## src/hdl/rcfog_pkg.sv

```systemverilog
// Shared constants, command codes and control/payload types of the column shader.
`default_nettype none

package rcfog_pkg;

  // Texture geometry (TEX_DIM is a power of two)
  localparam int TEX_DIM     = 64;
  localparam int TEX_COUNT   = 4;
  localparam int MAX_ROWS    = 1024;
  localparam int DIM_LOG2    = $clog2(TEX_DIM);
  localparam int TEX_AREA    = TEX_DIM * TEX_DIM;
  localparam int SIDE_W      = (TEX_COUNT > 1) ? $clog2(TEX_COUNT) : 1;
  localparam int STORE_DEPTH = TEX_COUNT * TEX_AREA;
  localparam int ADDR_W      = SIDE_W + 2 * DIM_LOG2;

  // Row counting
  localparam int ROW_W  = $clog2(MAX_ROWS);
  localparam int ROWS_W = $clog2(MAX_ROWS + 1);

  // Step divider: (TEX_DIM << 16) / h, one quotient bit per cycle
  localparam int DIV_BITS = DIM_LOG2 + 17;
  localparam int CNT_W    = $clog2(DIV_BITS);
  localparam int BASE_W   = 18;
  localparam int PROD_W   = BASE_W + DIV_BITS + 1;

  // Fog weight: min(2*(d-128)/29, 204)
  localparam int FOG_KNEE  = 128;
  localparam int FOG_DIV   = 29;
  localparam int FOG_MAX   = 204;
  localparam int FOG_LIMIT = (FOG_MAX + 1) * FOG_DIV;
  // Reciprocal of 29, exact for dividends below 2^18 / (FOG_RECIP*29 - 2^18)
  localparam int FOG_SHIFT = 18;
  localparam int FOG_RECIP = ((1 << FOG_SHIFT) + FOG_DIV - 1) / FOG_DIV;

  // Register reset values
  localparam logic [23:0] FOG_RESET  = 24'h6B4466;
  localparam logic [10:0] ROWS_RESET = 11'd480;

  // Stream widths
  localparam int IN_DATA_W  = 104;
  localparam int OUT_DATA_W = 40;

  // Command codes (s_tuser)
  localparam logic [1:0] CMD_LOAD  = 2'd0;
  localparam logic [1:0] CMD_BEGIN = 2'd1;
  localparam logic [1:0] CMD_SHADE = 2'd2;

  // Configuration register indexes
  localparam logic [1:0] CFG_CEILING = 2'd0;
  localparam logic [1:0] CFG_FLOOR   = 2'd1;
  localparam logic [1:0] CFG_FOG     = 2'd2;
  localparam logic [1:0] CFG_ROWS    = 2'd3;

  // Input payload, last field in the lowest bits
  typedef struct packed {
    logic [5:0]  pad;
    logic [15:0] wall_distance;
    logic [7:0]  texture_column;
    logic [15:0] wall_height;
    logic [9:0]  span_bottom;
    logic [9:0]  span_top;
    logic [23:0] texel_rgb;
    logic [11:0] texel_index;
    logic [1:0]  tex_side;
  } in_item_t;

  // Controller to datapath
  typedef struct packed {
    logic load_we;
    logic begin_start;
    logic shade_start;
    logic div_step;
    logic mul_en;
    logic sat_en;
    logic out_load;
  } dp_cmd_t;

  // Datapath to controller
  typedef struct packed {
    logic out_free;
  } dp_stat_t;

endpackage

`default_nettype wire

```

## src/hdl/rcfog_ctrl.sv

```systemverilog
// Sequencer for load, column setup (divide, multiply, saturate) and pixel shading.
`default_nettype none

module rcfog_ctrl (
  input  wire logic               clk,
  input  wire logic               rst,
  input  wire logic               s_tvalid,
  input  wire logic [1:0]         s_tuser,
  output logic                    s_tready,
  input  wire rcfog_pkg::dp_stat_t stat,
  output rcfog_pkg::dp_cmd_t      cmd
);
  import rcfog_pkg::*;

  typedef enum logic [2:0] {S_IDLE, S_DIV, S_MUL, S_SAT, S_BLEND} state_t;

  state_t           state;
  logic [CNT_W-1:0] cnt;
  logic             accept;

  assign s_tready = (state == S_IDLE);
  assign accept   = s_tvalid && s_tready;

  // Command decode
  always_comb begin
    cmd             = '0;
    cmd.load_we     = accept && (s_tuser == CMD_LOAD);
    cmd.begin_start = accept && (s_tuser == CMD_BEGIN);
    cmd.shade_start = accept && (s_tuser == CMD_SHADE);
    cmd.div_step    = (state == S_DIV);
    cmd.mul_en      = (state == S_MUL);
    cmd.sat_en      = (state == S_SAT);
    cmd.out_load    = (state == S_BLEND) && stat.out_free;
  end

  // State and iteration counter
  always_ff @(posedge clk) begin
    if (rst) begin
      state <= S_IDLE;
      cnt   <= '0;
    end else begin
      unique case (state)
        S_IDLE: begin
          if (accept) begin
            unique case (s_tuser)
              CMD_BEGIN: begin
                state <= S_DIV;
                cnt   <= '0;
              end
              CMD_SHADE: state <= S_BLEND;
              default:   state <= S_IDLE;
            endcase
          end
        end
        S_DIV: begin
          cnt <= cnt + 1'b1;
          if (cnt == CNT_W'(DIV_BITS - 1)) state <= S_MUL;
        end
        S_MUL:   state <= S_SAT;
        S_SAT:   state <= S_IDLE;
        S_BLEND: if (stat.out_free) state <= S_IDLE;
        default: state <= S_IDLE;
      endcase
    end
  end

endmodule

`default_nettype wire

```

## config.mk

```make
export PLATFORM = sky130hd
export DESIGN_NAME = rcfog_ctrl
export DESIGN_NICKNAME = d
export VERILOG_FILES = /design/src/hdl/rcfog_pkg.sv /design/src/hdl/rcfog_ctrl.sv
export SDC_FILE = /design/constraint.sdc
export NUM_CORES = 1
export LEC_CHECK = 0
export BUFFER_PORTS_ARGS = -buffer_cell sky130_fd_sc_hd__buf_2
export CORE_AREA = 5 5 42 44
export CTS_CLUSTER_SIZE = 8
export DETAILED_ROUTE_END_ITERATION = 16
export DIE_AREA = 0 0 47 49
export GPL_TIMING_DRIVEN = 0
export PLACE_DENSITY = 0.67
export SYNTH_ARGS = -nofsm -noshare
export SYNTH_HDL_FRONTEND = slang
export SYNTH_SLANG_ARGS = --single-unit
```

## constraint.sdc

```tcl
create_clock -name clk -period 3.7 [get_ports clk]
set_clock_uncertainty 0.15 [all_clocks]
set_input_delay 0 -clock clk [delete_from_list [all_inputs] [get_ports clk]]
set_output_delay 0 -clock clk [all_outputs]
set_load 0.05 [all_outputs]
```

==> impl_metrics.env <==
export IMPL_ys_async_sr_fraction_pct=0
export IMPL_numCtsBuffers=3
export IMPL_dp_cells=95
export IMPL_yosysMostFrequentCell="dfxtp_1"
export IMPL_rows=14
export IMPL_status="finished clean"
export IMPL_cp_end_kind="primary output"
export IMPL_yosysWarningCount=0
export IMPL_cp_required_ns=3.55
export IMPL_worstSetupStartpointType="flip-flop"
export IMPL_clock_sinks=8
export IMPL_grt_overflow=0
export IMPL_finalNonFillerCells=100
export IMPL_grt_pass1_vias=572
export IMPL_dp_final_hpwl_um=974
export IMPL_wl_per_cell_um=13.4
export IMPL_r2r_start="cnt[1]"
export IMPL_cp_startpoint="state[1]"
export IMPL_netlist_area_um2=574
export IMPL_antenna_found_initial=0
export IMPL_grt_usage_pct=14.0
export IMPL_ant_nets=0
export IMPL_ys_flop_type="dfxtp_1"
export IMPL_root_buffer="clkbuf_4"
export IMPL_p_per_area_nw_per_um2=275
export IMPL_hold_class="input pin to flip-flop"
export IMPL_cts_buffer_depth=2
export IMPL_synth_area_per_cell_um2=8.57
export IMPL_portBuffers=12
export IMPL_syn_num_nets=75
export IMPL_p_leak_nw=0.295
export IMPL_tritoncts="yes"
export IMPL_synth_top_area_share_pct=27.9
export IMPL_timing_rr_end="cnt[4]"
export IMPL_wirelength_mm=1.34
export IMPL_yosysSeqAreaShare_pct=27.9
export IMPL_avgViaCountPerCell=5.67
export IMPL_worst_path_max_fanout=10
export IMPL_drc_errors=0
export IMPL_max_cap_viol_count=0
export IMPL_ios=14
export IMPL_crit_end="cmd[1]"
export IMPL_synthTopCellsByCount="dfxtp_1 (8), nand3_1 (7), inv_1 (5)"
export IMPL_syn_inst=67
export IMPL_ys_ff_latch=8
export IMPL_diodes=0
export IMPL_clk_latency_ns=0.25
export IMPL_vias=567
export IMPL_gp_congestion=0.757
export IMPL_dieArea_um2=2300
export IMPL_worst_pin_slew_ns=0.480
export IMPL_fmax_ghz=0.595
export IMPL_ir_drop_mv=0.198
export IMPL_area_growth_syn_to_layout_pct=21.4
export IMPL_die_h_um=49
export IMPL_finalSetupViolations=0
export IMPL_start_util_pct=41.0
export IMPL_ys_top_cells_by_area="dfxtp_1 (28%), nand3_1 (6.1%), ha_1 (4.4%)"
export IMPL_synth_distinct_cells=35
export IMPL_drtPass1Iterations=4
export IMPL_nets=94
export IMPL_min_period_ns=1.68
export IMPL_grt_max_degree=11
export IMPL_die_x_um=47
export IMPL_drtIter0Drc=11
export IMPL_yosysTopAreaCell="dfxtp_1"
export IMPL_grt_setup_unrepaired="false"
export IMPL_grt_pass1_wl_mm=2.33
export IMPL_worstSetupPathType="flip-flop to primary output"
export IMPL_clkTransAtPathRegs_ns=0.05
export IMPL_rrSetupSlack_ns=2.04
export IMPL_finalCritPeriodShare_pct=45.4
export IMPL_core_area_um2=1400
export IMPL_final_cell_area_um2=697
export IMPL_htree_levels=1
export IMPL_synth_edff_count=0
export IMPL_maxSlewViolCount=0
export IMPL_reg2reg_depth=4
export IMPL_final_core_util_pct=49.7
export IMPL_dpl_cell_area_um2=654
export IMPL_finalHoldViolCount=0
export IMPL_slew_headroom_pct=68.0
export IMPL_drive_above_1_share_pct=25.0
export IMPL_arrival_ns=1.53
export IMPL_cts_resized=0
export IMPL_finalSetupTns_ns=0
kinds of logic after synthesis:
family / synth area share [%]
and+or+nand+nor: 35.7
buffers and inverters: 9.80
adders and majority gates: 4.36
DFF: 27.9
muxes: 1.74
AOI/OAI and AO/OA: 20.5
worst min-delay path by stage:
| stage | from | endpoint | slack (ns) | depth (start not counted) |
|---|---|---|---|---|
| 2_1_floorplan | s_tuser[0] | cmd[6] | 0.03 | 1 |
| 3_3_place_gp | s_tuser[1] | cmd[6] | 0.20 | 3 |
| 3_5_place_dp | s_tuser[1] | cmd[6] | 0.20 | 3 |
| 4_1_cts | s_tuser[0] | state[0] | 0.009 | 3 |
| 5_1_grt | s_tuser[0] | state[0] | 0.03 | 3 |
| 6_report | s_tvalid | state[0] | 0.02 | 4 |
state kept, by name, summed over array words and instances (netlist names):
name   count
cnt        5
state      3
repair_timing:
action,CTS,global route
hold buffers,2,0
buffers inserted,0,0
hold endpoints to repair,2,0
setup endpoints to repair,0,0
metrics by stage:
| step | setup slack (ns) | total power [mW] | hold WS (ns) |
|---|---|---|---|
| 2_1_floorplan | 0.852 | 0.115 | 0.0330 |
| 3_3_place_gp | 2.09 | 0.125 | 0.195 |
| 3_5_place_dp | 2.07 | 0.125 | 0.204 |
| 4_1_cts | 2.01 | 0.194 | 0.00858 |
| 5_1_grt | 1.83 | 0.208 | 0.0333 |
| 6_report | 2.02 | 0.192 | 0.0165 |
layer usage:
layer	track usage (%)	wire, um
met3	4.43	41
met5	0	0
met2	20.8	657
met4	10.1	65
met1	16.2	575
worst max-delay path, stage by stage, from the launching register on:
cell and delay [ns]:
dfxtp_1 0.40, clkbuf_1 0.36, nor3b_1 0.23, buf_2 0.29
area by class of cell:
class                           count  area, um^2
Tap cell                           16        20.0
Multi-Input combinational cell     48         358
Sequential cell                     8         160
Timing Repair Buffer               14        80.1
Buffer                              5        33.8
Fill cell                         139         704
Inverter                            6        22.5
Clock buffer                        3        22.5
placed cells by master (no fill, tap or decap), types with 3 or more instances in the layout:
cell type	instances
buf_2	12
nand3_1	7
o21ai_1	3
inv_1	5
dfxtp_1	8
nand2_1	3
clkbuf_4	3
nor2_1	3
where the power goes:
| part | leakage [nW] | switching [mW] | internal [mW] |
|---|---|---|---|
| clock | 0.0138 | 0.0295 | 0.0371 |
| combinational | 0.217 | 0.0240 | 0.0125 |
| sequential | 0.0646 | 0.00113 | 0.0876 |
| total | 0.295 | 0.0546 | 0.137 |
(Power assumes the default switching activity.)
